File: src/rtl/tkbd_pkg.sv
// Package for the terminal key byte decoder: key codes, byte constants,
// event and controller/datapath interface types. No dependencies.
`timescale 1ns / 1ps

package tkbd_pkg;

    localparam int unsigned CP_W      = 21;
    localparam int unsigned SEQ_LEN_W = 7;
    localparam int unsigned NUM_W     = 16;
    localparam int unsigned MAX_EV    = 4;
    localparam int unsigned EV_CNT_W  = 3;
    localparam int unsigned EV_IDX_W  = 2;

    typedef enum logic [3:0] {
        K_CP    = 4'd0,
        K_QUIT  = 4'd1,
        K_ESC   = 4'd2,
        K_UP    = 4'd3,
        K_DOWN  = 4'd4,
        K_RIGHT = 4'd5,
        K_LEFT  = 4'd6,
        K_HOME  = 4'd7,
        K_END   = 4'd8,
        K_DEL   = 4'd9,
        K_PGUP  = 4'd10,
        K_PGDN  = 4'd11,
        K_BS    = 4'd12,
        K_TAB   = 4'd13,
        K_CR    = 4'd14,
        K_NL    = 4'd15
    } t_kind;

    // Byte values
    localparam logic [7:0] CH_NUL      = 8'h00;
    localparam logic [7:0] CH_CTRL_C   = 8'h03;
    localparam logic [7:0] CH_CTRL_Q   = 8'h11;
    localparam logic [7:0] CH_BS       = 8'h08;
    localparam logic [7:0] CH_TAB      = 8'h09;
    localparam logic [7:0] CH_LF       = 8'h0a;
    localparam logic [7:0] CH_CR       = 8'h0d;
    localparam logic [7:0] CH_ESC      = 8'h1b;
    localparam logic [7:0] CH_DEL      = 8'h7f;
    localparam logic [7:0] CH_LBRACKET = 8'h5b;
    localparam logic [7:0] CH_O        = 8'h4f;
    localparam logic [7:0] CH_TILDE    = 8'h7e;
    localparam logic [7:0] CH_FIN_LO   = 8'h40;
    localparam logic [7:0] CH_ZERO     = 8'h30;
    localparam logic [7:0] CH_NINE     = 8'h39;
    localparam logic [7:0] CH_A        = 8'h41;
    localparam logic [7:0] CH_B        = 8'h42;
    localparam logic [7:0] CH_C        = 8'h43;
    localparam logic [7:0] CH_D        = 8'h44;
    localparam logic [7:0] CH_F        = 8'h46;
    localparam logic [7:0] CH_H        = 8'h48;

    // UTF-8 lead/trail classification
    localparam logic [7:0] UTF_TRAIL_MASK = 8'hC0;
    localparam logic [7:0] UTF_TRAIL_VAL  = 8'h80;
    localparam logic [7:0] UTF_LEAD2_MASK = 8'hE0;
    localparam logic [7:0] UTF_LEAD2_VAL  = 8'hC0;
    localparam logic [7:0] UTF_LEAD3_MASK = 8'hF0;
    localparam logic [7:0] UTF_LEAD3_VAL  = 8'hE0;
    localparam logic [7:0] UTF_LEAD4_MASK = 8'hF8;
    localparam logic [7:0] UTF_LEAD4_VAL  = 8'hF0;
    localparam logic [7:0] UTF_PAYLOAD    = 8'h3F;

    // Tilde key numbers
    localparam logic [NUM_W-1:0] NUM_HOME = 16'd1;
    localparam logic [NUM_W-1:0] NUM_DEL  = 16'd3;
    localparam logic [NUM_W-1:0] NUM_END  = 16'd4;
    localparam logic [NUM_W-1:0] NUM_PGUP = 16'd5;
    localparam logic [NUM_W-1:0] NUM_PGDN = 16'd6;
    localparam logic [NUM_W-1:0] NUM_SAT  = 16'hFFFF;

    typedef struct packed {
        t_kind           kind;
        logic [CP_W-1:0] cp;
    } t_event;

    typedef enum logic {
        S_IDLE,
        S_EMIT
    } t_state;

    typedef struct packed {
        logic load;   // input item taken, latch events and update state
        logic step;   // current event taken downstream
    } t_dp_cmd;

    typedef struct packed {
        logic has_events;  // byte on the input would give at least one event
        logic last;        // event being shown is the final one
    } t_dp_status;

endpackage

File: src/rtl/tkbd_datapath.sv
// Datapath of the terminal key byte decoder: escape/CSI and UTF-8 state,
// per-byte event computation and the event buffer. Uses tkbd_pkg.
`timescale 1ns / 1ps

module tkbd_datapath
    import tkbd_pkg::*;
#(
    parameter int unsigned SEQ_LIMIT = 64
) (
    input  logic                i_clk,
    input  logic                i_rst_n,
    input  t_dp_cmd             i_cmd,
    input  logic [7:0]          i_byte,
    output t_dp_status          o_status,
    output t_kind               o_kind,
    output logic [CP_W-1:0]     o_cp,
    output logic                o_last
);

    localparam logic [SEQ_LEN_W-1:0] LIMIT = SEQ_LEN_W'(SEQ_LIMIT);

    // decoder state
    logic [SEQ_LEN_W-1:0] r_seq_len,    n_seq_len;
    logic [7:0]           r_seq_second, n_seq_second;
    logic [NUM_W-1:0]     r_seq_num,    n_seq_num;
    logic                 r_seq_ok,     n_seq_ok;
    logic [CP_W-1:0]      r_utf_part,   n_utf_part;
    logic [1:0]           r_utf_needed, n_utf_needed;
    logic [7:0]           r_utf_lead,   n_utf_lead;
    logic [1:0]           r_held_cnt,   n_held_cnt;
    logic [7:0]           r_held [2];
    logic [7:0]           n_held [2];

    // event buffer
    t_event               r_ev [MAX_EV];
    t_event               n_ev [MAX_EV];
    logic [EV_CNT_W-1:0]  r_ev_cnt, n_ev_cnt;
    logic [EV_IDX_W-1:0]  r_idx;

    logic [SEQ_LEN_W-1:0] len;
    logic [19:0]          num_ext;
    logic                 done;
    logic                 use_plain;
    logic [CP_W-1:0]      shifted;

    always_comb begin
        n_seq_len    = r_seq_len;
        n_seq_second = r_seq_second;
        n_seq_num    = r_seq_num;
        n_seq_ok     = r_seq_ok;
        n_utf_part   = r_utf_part;
        n_utf_needed = r_utf_needed;
        n_utf_lead   = r_utf_lead;
        n_held_cnt   = r_held_cnt;
        n_held       = r_held;
        for (int i = 0; i < MAX_EV; i++) begin
            n_ev[i] = '{kind: K_CP, cp: '0};
        end
        n_ev_cnt  = '0;
        len       = r_seq_len + SEQ_LEN_W'(1);
        num_ext   = ({4'd0, r_seq_num} << 3) + ({4'd0, r_seq_num} << 1)
                  + {16'd0, i_byte[3:0] - CH_ZERO[3:0]};
        done      = 1'b0;
        use_plain = 1'b0;
        shifted   = {r_utf_part[CP_W-7:0], i_byte[5:0] & UTF_PAYLOAD[5:0]};

        if (r_seq_len != '0) begin
            n_seq_len = len;
            if (len == SEQ_LEN_W'(2)) begin
                n_seq_second = i_byte;
                if (i_byte != CH_LBRACKET && i_byte != CH_O) begin
                    n_ev[0]  = '{kind: K_ESC, cp: '0};
                    n_ev_cnt = EV_CNT_W'(1);
                    if (i_byte == CH_ESC) begin
                        n_seq_len    = SEQ_LEN_W'(1);
                        n_seq_second = '0;
                        n_seq_num    = '0;
                        n_seq_ok     = 1'b1;
                    end else begin
                        // escape then the byte itself, raw
                        n_seq_len = '0;
                        n_ev[1]   = '{kind: K_CP, cp: {13'd0, i_byte}};
                        n_ev_cnt  = EV_CNT_W'(2);
                    end
                    done = 1'b1;
                end
            end else if (r_seq_second == CH_LBRACKET && len >= SEQ_LEN_W'(3)) begin
                if (i_byte inside {[CH_FIN_LO:CH_TILDE]}) begin
                    n_seq_len = '0;
                    done      = 1'b1;
                    if (len == SEQ_LEN_W'(3)) begin
                        n_ev_cnt = EV_CNT_W'(1);
                        case (i_byte)
                            CH_A:    n_ev[0].kind = K_UP;
                            CH_B:    n_ev[0].kind = K_DOWN;
                            CH_C:    n_ev[0].kind = K_RIGHT;
                            CH_D:    n_ev[0].kind = K_LEFT;
                            CH_H:    n_ev[0].kind = K_HOME;
                            CH_F:    n_ev[0].kind = K_END;
                            default: n_ev_cnt     = '0;
                        endcase
                    end else if (i_byte == CH_TILDE && r_seq_ok) begin
                        n_ev_cnt = EV_CNT_W'(1);
                        case (r_seq_num)
                            NUM_HOME: n_ev[0].kind = K_HOME;
                            NUM_DEL:  n_ev[0].kind = K_DEL;
                            NUM_END:  n_ev[0].kind = K_END;
                            NUM_PGUP: n_ev[0].kind = K_PGUP;
                            NUM_PGDN: n_ev[0].kind = K_PGDN;
                            default:  n_ev_cnt     = '0;
                        endcase
                    end
                end else if (i_byte inside {[CH_ZERO:CH_NINE]}) begin
                    n_seq_num = (num_ext > {4'd0, NUM_SAT}) ? NUM_SAT : num_ext[NUM_W-1:0];
                end else begin
                    n_seq_ok = 1'b0;
                end
            end
            if (!done && len >= LIMIT) begin
                n_seq_len = '0;
            end
        end else if (r_utf_needed != '0) begin
            if ((i_byte & UTF_TRAIL_MASK) == UTF_TRAIL_VAL) begin
                n_utf_part   = shifted;
                n_utf_needed = r_utf_needed - 2'd1;
                if (r_utf_needed == 2'd1) begin
                    n_held_cnt = '0;
                    if (shifted != '0) begin
                        n_ev[0]  = '{kind: K_CP, cp: shifted};
                        n_ev_cnt = EV_CNT_W'(1);
                    end
                end else begin
                    n_held[r_held_cnt[0]] = i_byte;
                    n_held_cnt            = r_held_cnt + 2'd1;
                end
            end else begin
                // broken sequence: lead and held trails go out raw
                n_ev[0]  = '{kind: K_CP, cp: {13'd0, r_utf_lead}};
                n_ev_cnt = EV_CNT_W'(1);
                if (r_held_cnt != '0) begin
                    n_ev[1]  = '{kind: K_CP, cp: {13'd0, r_held[0]}};
                    n_ev_cnt = EV_CNT_W'(2);
                end
                if (r_held_cnt > 2'd1) begin
                    n_ev[2]  = '{kind: K_CP, cp: {13'd0, r_held[1]}};
                    n_ev_cnt = EV_CNT_W'(3);
                end
                n_utf_needed = '0;
                n_held_cnt   = '0;
                n_utf_part   = '0;
                use_plain    = 1'b1;
            end
        end else begin
            use_plain = 1'b1;
        end

        if (use_plain) begin
            if (i_byte == CH_CTRL_C || i_byte == CH_CTRL_Q) begin
                n_ev[n_ev_cnt[EV_IDX_W-1:0]] = '{kind: K_QUIT, cp: '0};
                n_ev_cnt = n_ev_cnt + EV_CNT_W'(1);
            end else if (i_byte == CH_ESC) begin
                n_seq_len    = SEQ_LEN_W'(1);
                n_seq_second = '0;
                n_seq_num    = '0;
                n_seq_ok     = 1'b1;
            end else if (i_byte == CH_BS || i_byte == CH_DEL) begin
                n_ev[n_ev_cnt[EV_IDX_W-1:0]] = '{kind: K_BS, cp: '0};
                n_ev_cnt = n_ev_cnt + EV_CNT_W'(1);
            end else if (i_byte == CH_TAB) begin
                n_ev[n_ev_cnt[EV_IDX_W-1:0]] = '{kind: K_TAB, cp: '0};
                n_ev_cnt = n_ev_cnt + EV_CNT_W'(1);
            end else if (i_byte == CH_CR) begin
                n_ev[n_ev_cnt[EV_IDX_W-1:0]] = '{kind: K_CR, cp: '0};
                n_ev_cnt = n_ev_cnt + EV_CNT_W'(1);
            end else if (i_byte == CH_LF) begin
                n_ev[n_ev_cnt[EV_IDX_W-1:0]] = '{kind: K_NL, cp: '0};
                n_ev_cnt = n_ev_cnt + EV_CNT_W'(1);
            end else if (!i_byte[7]) begin
                if (i_byte != CH_NUL) begin
                    n_ev[n_ev_cnt[EV_IDX_W-1:0]] = '{kind: K_CP, cp: {13'd0, i_byte}};
                    n_ev_cnt = n_ev_cnt + EV_CNT_W'(1);
                end
            end else if ((i_byte & UTF_LEAD2_MASK) == UTF_LEAD2_VAL) begin
                n_utf_part   = {16'd0, i_byte[4:0]};
                n_utf_needed = 2'd1;
                n_utf_lead   = i_byte;
                n_held_cnt   = '0;
            end else if ((i_byte & UTF_LEAD3_MASK) == UTF_LEAD3_VAL) begin
                n_utf_part   = {17'd0, i_byte[3:0]};
                n_utf_needed = 2'd2;
                n_utf_lead   = i_byte;
                n_held_cnt   = '0;
            end else if ((i_byte & UTF_LEAD4_MASK) == UTF_LEAD4_VAL) begin
                n_utf_part   = {18'd0, i_byte[2:0]};
                n_utf_needed = 2'd3;
                n_utf_lead   = i_byte;
                n_held_cnt   = '0;
            end else begin
                // stray trail byte or unused lead
                n_ev[n_ev_cnt[EV_IDX_W-1:0]] = '{kind: K_CP, cp: {13'd0, i_byte}};
                n_ev_cnt = n_ev_cnt + EV_CNT_W'(1);
            end
        end
    end

    always_ff @(posedge i_clk) begin
        if (!i_rst_n) begin
            r_seq_len    <= '0;
            r_seq_second <= '0;
            r_seq_num    <= '0;
            r_seq_ok     <= 1'b1;
            r_utf_part   <= '0;
            r_utf_needed <= '0;
            r_utf_lead   <= '0;
            r_held_cnt   <= '0;
            r_ev_cnt     <= '0;
            r_idx        <= '0;
        end else if (i_cmd.load) begin
            r_seq_len    <= n_seq_len;
            r_seq_second <= n_seq_second;
            r_seq_num    <= n_seq_num;
            r_seq_ok     <= n_seq_ok;
            r_utf_part   <= n_utf_part;
            r_utf_needed <= n_utf_needed;
            r_utf_lead   <= n_utf_lead;
            r_held_cnt   <= n_held_cnt;
            r_ev_cnt     <= n_ev_cnt;
            r_idx        <= '0;
        end else if (i_cmd.step) begin
            r_idx <= r_idx + EV_IDX_W'(1);
        end
    end

    // held trail bytes and event payloads carry no reset
    always_ff @(posedge i_clk) begin
        if (i_cmd.load) begin
            r_held <= n_held;
            r_ev   <= n_ev;
        end
    end

    assign o_status.has_events = (n_ev_cnt != '0);
    assign o_status.last       = ({1'b0, r_idx} + EV_CNT_W'(1)) == r_ev_cnt;
    assign o_kind              = r_ev[r_idx].kind;
    assign o_cp                = r_ev[r_idx].cp;
    assign o_last              = o_status.last;

    a_step_in_range: assert property (@(posedge i_clk) disable iff (!i_rst_n)
        i_cmd.step |-> ({1'b0, r_idx} < r_ev_cnt))
        else $error("event step beyond buffered count");

    a_held_only_mid_utf: assert property (@(posedge i_clk) disable iff (!i_rst_n)
        (r_utf_needed == '0) |-> (r_held_cnt == '0))
        else $error("held trail bytes without open UTF-8 sequence");

    a_seq_len_bound: assert property (@(posedge i_clk) disable iff (!i_rst_n)
        r_seq_len < LIMIT)
        else $error("escape sequence length reached limit without closing");

endmodule

File: src/rtl/tkbd_ctrl.sv
// Controller of the terminal key byte decoder: takes a byte, then hands
// out its buffered events one per output handshake. Uses tkbd_pkg.
`timescale 1ns / 1ps

module tkbd_ctrl
    import tkbd_pkg::*;
(
    input  logic       i_clk,
    input  logic       i_rst_n,
    input  logic       i_s_tvalid,
    input  logic       i_m_tready,
    input  t_dp_status i_status,
    output logic       o_s_tready,
    output logic       o_m_tvalid,
    output t_dp_cmd    o_cmd
);

    t_state r_state, n_state;

    always_comb begin
        n_state = r_state;
        case (r_state)
            S_IDLE: begin
                if (i_s_tvalid && i_status.has_events) begin
                    n_state = S_EMIT;
                end
            end
            S_EMIT: begin
                if (i_m_tready && i_status.last) begin
                    n_state = S_IDLE;
                end
            end
            default: n_state = S_IDLE;
        endcase
    end

    always_comb begin
        o_s_tready = 1'b0;
        o_m_tvalid = 1'b0;
        o_cmd      = '0;
        case (r_state)
            S_IDLE: begin
                o_s_tready = 1'b1;
                o_cmd.load = i_s_tvalid;
            end
            S_EMIT: begin
                o_m_tvalid = 1'b1;
                o_cmd.step = i_m_tready;
            end
            default: ;
        endcase
    end

    always_ff @(posedge i_clk) begin
        if (!i_rst_n) begin
            r_state <= S_IDLE;
        end else begin
            r_state <= n_state;
        end
    end

    a_no_load_while_emitting: assert property (@(posedge i_clk) disable iff (!i_rst_n)
        !(o_cmd.load && o_cmd.step))
        else $error("byte taken while events still pending");

    a_last_returns_idle: assert property (@(posedge i_clk) disable iff (!i_rst_n)
        (o_m_tvalid && i_m_tready && i_status.last) |=> o_s_tready)
        else $error("controller did not return to idle after last event");

    a_ready_excludes_valid: assert property (@(posedge i_clk) disable iff (!i_rst_n)
        o_s_tready |-> !o_m_tvalid)
        else $error("input ready while an event is on offer");

endmodule

File: src/rtl/terminal_key_byte_decoder.sv
// Terminal key byte decoder, top level: controller and datapath.
// Depends on tkbd_pkg, tkbd_ctrl and tkbd_datapath.
//
// Takes raw terminal input bytes on the slave stream and gives key events on
// the master stream: quit, escape, arrow/Home/End/tilde keys from ESC [
// sequences, named control keys and UTF-8 codepoints. The key kind travels on
// tuser and the codepoint on tdata. A byte gives zero to four events; tlast
// marks the final event of a byte. A byte is taken while the controller is idle,
// after which the controller reads its events out of the event buffer one per
// cycle while the output is ready; output stalls hold the readout. No new byte
// is taken until the last event of the previous one has been taken.
// SEQ_LIMIT (4..127) bounds the length of an escape sequence.
`timescale 1ns / 1ps

module terminal_key_byte_decoder
    import tkbd_pkg::*;
#(
    parameter int unsigned SEQ_LIMIT = 64
) (
    input  logic        i_clk,
    input  logic        i_rst_n,
    input  logic        i_s_tvalid,
    output logic        o_s_tready,
    input  logic [7:0]  i_s_tdata,   // [7:0] byte_in
    output logic        o_m_tvalid,
    input  logic        i_m_tready,
    output logic [23:0] o_m_tdata,   // [20:0] code_point, [23:21] zero
    output logic [3:0]  o_m_tuser,   // [3:0] key_kind
    output logic        o_m_tlast    // last_of_run
);

    t_dp_cmd         cmd;
    t_dp_status      status;
    t_kind           kind;
    logic [CP_W-1:0] cp;

    tkbd_ctrl u_ctrl (
        .i_clk      (i_clk),
        .i_rst_n    (i_rst_n),
        .i_s_tvalid (i_s_tvalid),
        .i_m_tready (i_m_tready),
        .i_status   (status),
        .o_s_tready (o_s_tready),
        .o_m_tvalid (o_m_tvalid),
        .o_cmd      (cmd)
    );

    tkbd_datapath #(
        .SEQ_LIMIT (SEQ_LIMIT)
    ) u_datapath (
        .i_clk    (i_clk),
        .i_rst_n  (i_rst_n),
        .i_cmd    (cmd),
        .i_byte   (i_s_tdata),
        .o_status (status),
        .o_kind   (kind),
        .o_cp     (cp),
        .o_last   (o_m_tlast)
    );

    assign o_m_tdata = {3'd0, cp};
    assign o_m_tuser = kind;

endmodule

File: config.mk
export PLATFORM = sky130hd
export DESIGN_NAME = terminal_key_byte_decoder
export DESIGN_NICKNAME = d
export VERILOG_FILES = /design/src/rtl/tkbd_pkg.sv /design/src/rtl/tkbd_datapath.sv /design/src/rtl/tkbd_ctrl.sv /design/src/rtl/terminal_key_byte_decoder.sv
export SDC_FILE = /design/constraint.sdc
export NUM_CORES = 1
export LEC_CHECK = 0
export BUFFER_PORTS_ARGS = -buffer_cell sky130_fd_sc_hd__buf_2
export CAP_MARGIN = 20
export CORE_MARGIN = 2
export CORE_UTILIZATION = 50
export CTS_CLUSTER_SIZE = 10
export DETAILED_ROUTE_END_ITERATION = 6
export PLACE_DENSITY = 0.72
export SYNTH_ARGS = -nofsm -noshare
export SYNTH_HDL_FRONTEND = slang
export SYNTH_SLANG_ARGS = --single-unit
File: constraint.sdc
create_clock -name i_clk -period 3.9 [get_ports i_clk]
set_clock_uncertainty 0.05 [all_clocks]
set_input_delay 0.585 -clock i_clk [delete_from_list [all_inputs] [get_ports i_clk]]
set_output_delay 0.585 -clock i_clk [all_outputs]
set_load 0.05 [all_outputs]
Yosys cells after proc, flatten, opt, wreduce, memory -nomap -nowiden
Index checks and enable logic that the tools add are counted.
Word-level totals
  output and inout port bits: 31
  register bits: 187
  logic and storage cells: 293
  bits of input ports: 12
Cells by class
  bitwise logic cells: 28
  reductions and logical operators: 25
  equal/unequal tests: 31
  $add $sub $neg: 8
  mux-type cells: 167
  magnitude comparators: 13
Operator list (number)
  $mux 100: 12
  $mux 21: 15
  $and 88x88->88: 2
  $mux 16: 11
  $not 88->88: 2
  $mux 25: 6
  $mux 8: 14
  $bwmux 100: 1
  $mux 50: 2
  $and 96x96->96: 1
  $not 96->96: 1
  $and 92x92->92: 1
  $not 92->92: 1
  $and 84x84->84: 1
  $not 84->84: 1
  $mux 75: 1
  $eq 8x7->1 const B: 9
  $mux 3: 23
  $mux 7: 9
  $mux 2: 31
  $bmux 25 s2: 1
  $demux 25 s2: 1
  $eq 16x3->1 const B: 3
  $mux 48: 1
  60 further kinds: 122

Depth between registers and ports, before layout
  depth after elaboration: 26
  mapped depth: 15
  gate-level depth less buffers: 14

By module
Synthesis repeated with hierarchy kept, for this count alone.
Second synthesis, totals
  cell total of the unflattened synthesis: 822
  area total of the unflattened synthesis: 8181.6 um2
Modules (own cells, without submodules)
  tkbd_datapath: instances 1, seq. area each 3503.4 um2, cells each 811, area each 8097.8 um2
  tkbd_ctrl: instances 1, seq. area each 20.0 um2, cells each 7, area each 57.6 um2
  terminal_key_byte_decoder: instances 1, seq. area each 0.0 um2, cells each 4, area each 26.3 um2

Worst setup path before layout
Ideal clock, no wire load.
  path kind: in2reg
  from: in i_s_tdata[5]
  to: reg u_datapath.r_ev[77] (netlist name), data pin
  cell stages on the path: 12
  arrival time: 3193 ps
  setup slack: 401 ps
  data required time: 3594 ps
  path buffers: 2
  library setup time: 256 ps
  cell sequence: or4b_4 > or3_1 > buf_2 > a31o_4 > o21ai_1 > o21a_1 > inv_1 > ha_1 > and2_1 > clkbuf_1 > a32o_1 > a22o_1
RTL lines
  start: declaration: RTL line terminal_key_byte_decoder.sv:24  | input logic [7:0] i_s_tdata,
  end signal: assignment: RTL line tkbd_datapath.sv:238  | r_ev <= n_ev;
  end: declaration: RTL line tkbd_datapath.sv:35  | t_event r_ev [MAX_EV];

==> load_flow_metrics.sql <==
INSERT INTO impl_metrics (metric_group, metric, value, unit) VALUES
('synthesis', 'synthesis.area', '8592', 'sq um'),
('synthesis', 'synth_top_family_by_area', 'compound AO/OA/AOI/OAI gates', ''),
('place', 'placed_area', '9170', 'sq um'),
('synthesis', 'yosys.area_share.xor_xnor', '2.345', '%'),
('floorplan', 'die_h', '135.1', 'um'),
('sta', 'finalWorstPathRequiredPeriod', '3.687', 'ns'),
('detailed_routing', 'final_antenna_net_count', '0', ''),
('clock_tree', 'tritoncts_num_sinks', '139', ''),
('synthesis', 'yosys-mux-area-fraction', '3.655', '%'),
('sta', 'hold_violations', '0', ''),
('pwr', 'power_switching_share', '27.38', '%'),
('setup_path', 'crit_path_end_kind', 'flip-flop', ''),
('pwr', 'fin_total_pwr', '3.816', 'mW'),
('synthesis', 'synth_compound_gate_area_share', '21.48', '%'),
('detailed_routing', 'wl_per_cell', '19.68', 'um'),
('floorplan', 'die-area', '18250', 'sq um'),
('pwr', 'ratio_of_total_power_to_cell_area', '389.1', 'nW/um^2'),
('status', 'status', 'finished with violations', ''),
('global_route', 'grt_remaining_overflow', '0', ''),
('setup_path', 'cp_slowest_cell', 'dfxtp_1', ''),
('synthesis', 'synth_enable_flop_cells', '74', ''),
('place', 'detailedPlacementHpwl', '17010', 'um'),
('finish', 'post-route-cell-area', '9807', 'sq um'),
('synthesis', 'synthArstFlopShare', '0', '%'),
('setup_path', 'path_cells', 'and3_1, a31oi_1, a2111oi_4, buf_4, o2111ai_1, a21boi_1, o21a_1, inv_1, ha_1, and2_1, a21oi_1, o22ai_1, a22o_1', ''),
('pwr', 'p_seq_share', '43.0', '%'),
('detailed_routing', 'drt_pass1_iterations', '7', ''),
('clock_tree', 'clockBufferDepth', '2', ''),
('global_route', 'first_pass_grt_wire_length', '36710', 'um'),
('min_path', 'hold_path.class', 'input port to flip-flop', ''),
('sta', 'slew_hr', '44.01', '%'),
('floorplan', 'dieWidth', '135.1', 'um'),
('synthesis', 'postSynthCellCount', '888', ''),
('floorplan', 'floorplan.initialDensity', '51.45', '%'),
('sta', 'fin_tns_setup', '0', 'ns'),
('sta', 'fmaxAchievable', '0.2712', 'GHz'),
('pwr', 'worst_vdd_drop', '0.2628', 'mV'),
('synthesis', 'postSynthRegisterBits', '139', ''),
('synthesis', 'yosys_cell_types', '83', ''),
('detailed_routing', 'wl', '23100', 'um'),
('finish', 'final_cells', '1174', ''),
('clock_tree', 'worstSkewPairLatency', '0.43', 'ns'),
('global_route', 'grt_antenna_before_repair', '0', ''),
('setup_path', 'crit_arrival', '3.82', 'ns'),
('clock_tree', 'clockRootBuffer', 'clkbuf_16', ''),
('sta', 'tightestPinTransition', '0.8368', 'ns'),
('setup_path', 'required', '4.03', 'ns'),
('pwr', 'total_switching_power', '1.045', 'mW'),
('global_route', 'pin_count_of_the_biggest_net_entering_global_routing', '51', ''),
('floorplan', 'standard_cell_core_area', '16700', 'sq um'),
('finish', 'layout_commonest_cell', 'nand2_1', ''),
('synthesis', 'share_of_synthesized_cell_area_in_full_adder_half_adder_and_majority_cells', '7.019', '%'),
('global_route', 'number_of_global_route_vias_before_repair', '6802', ''),
('sta', 'min_period_over_period', '94.53', '%'),
('finish', 'nets', '1000', ''),
('place', 'buffer_ports.inserted', '39', ''),
('status', 'failing_checks', 'DRC', ''),
('place', 'place_inst', '1141', ''),
('floorplan', 'placement_rows', '47', ''),
('place', 'gpl.final_weighted_congestion', '0.9392', ''),
('finish', 'most_frequent_cells_in_the_layout', 'nand2_1, edfxtp_1, a21oi_1', ''),
('synthesis', 'synth_warnings', '0', ''),
('sta', 'final_setup_violation_count', '0', ''),
('setup_path', 'worstSetupStartpointType', 'flip-flop', ''),
('clock_tree', 'tritoncts', 'done', ''),
('setup_path', 'cp_max_fo', '10', ''),
('detailed_routing', 'route.vias.total', '7260', ''),
('pwr', 'internal-power', '2.771', 'mW'),
('detailed_routing', 'route.detailed.vias_per_inst', '6.184', ''),
('sta', 'post_route_worst_hold_slack', '0.3976', 'ns'),
('detailed_routing', 'drt_drc_violations_left', '10', '');
## what timing repair did
item,CTS,global route
resized for setup,0,5
endpoints found under the setup margin,0,9
hold buffers,0,0
setup buffers,0,1
## final timing paths
check	slack, ns	endpoint	cells past startpoint	start
max reg2reg	0.21	u_datapath.r_ev[78]$_DFFE_PP_	13	u_datapath.r_seq_len[3]$_SDFFE_PN0P_
min reg2reg	0.40	u_datapath.r_seq_ok$_SDFFE_PN1P_	1	u_datapath.r_seq_ok$_SDFFE_PN1P_
min	0.40	u_datapath.r_idx[1]$_SDFFE_PP0P_	3	i_m_tready
max	0.21	u_datapath.r_ev[78]$_DFFE_PP_	13	u_datapath.r_seq_len[3]$_SDFFE_PN0P_
## final cells by class
type,instances,area (sq um)
fill,1458,6894
multi-input combinational,678,4778
sequential,139,3523
timing repair buffer,88,563.0
clock buffer,20,436.7
tap,220,275.3
clock inverter,12,166.4
inverter,17,63.81
## per-stage QoR
stage               utilization (%)  setup slack [ns]
finish                        58.72            0.2134
global route                  58.72           0.01639
CTS                           58.52            0.1742
detailed placement            54.91           0.06277
global placement              54.91            0.1000
floorplan                         -            0.4009
## synth_stat cells, drive strengths merged (17+ instances only)
library cell,number,area [sq um]
nor4,19,140.1
buf,21,128.9
nand2,81,309.0
a21oi,70,350.3
o21ai,35,175.2
nor3,33,185.2
nor2,62,235.2
and2,46,287.8
inv,17,63.81
a22o,27,236.5
dfxtp,65,1301
clkbuf,35,131.4
edfxtp,74,2222
ha,45,563.0
nand3,29,155.2
## cell families after synthesis
kind of cell / Yosys count
simple gates: 336
compound gates: 253
flops: 139
buf+inv: 73
fa+ha+maj: 47
xor+xnor: 23
mux: 16
other cells: 1
## registers in the layout (all words and copies together) (netlist names)
name,flops
u_datapath.r_ev,58
u_datapath.r_held,16
u_datapath.r_idx,2
u_datapath.r_utf_part,15
u_ctrl.r_state,1
u_datapath.r_held_cnt,2
u_datapath.r_seq_len,7
u_datapath.r_utf_lead,8
u_datapath.r_ev_cnt,3
u_datapath.r_seq_ok,1
u_datapath.r_utf_needed,2
u_datapath.r_seq_num,16
u_datapath.r_seq_second,8
## critical path: cells and delay by family (launching register included)
kind	cells	cell delay, ns
AO/OA/AOI/OAI	8	1.75
flip-flops	1	0.55
AND/OR/NAND/NOR	2	0.54
buffers and inverters	2	0.29
adder cells (fa/ha/maj)	1	0.25
## routing by layer
metal	vias to the layer above	share of wire [%]	track usage, %
li1	3459	-	-
met1	3471	43	33.65
met2	267	47	42.44
met3	63	5.5	4.580
met4	0	3.9	11.86
met5	-	0	0
## power groups by stage
| stage | Sequential (mW) | Combinational (mW) | Clock (mW) |
|---|---|---|---|
| final | 1.64 | 0.517 | 1.66 |
| after global routing | 1.64 | 0.551 | 1.74 |
| after CTS | 1.64 | 0.511 | 1.67 |
| after detailed placement | 1.67 | 0.507 | 0 |
| after global placement | 1.67 | 0.503 | 0 |
| after floorplan | 1.66 | 0.368 | 0 |
No activity file was read; power rests on OpenSTA's default activity.
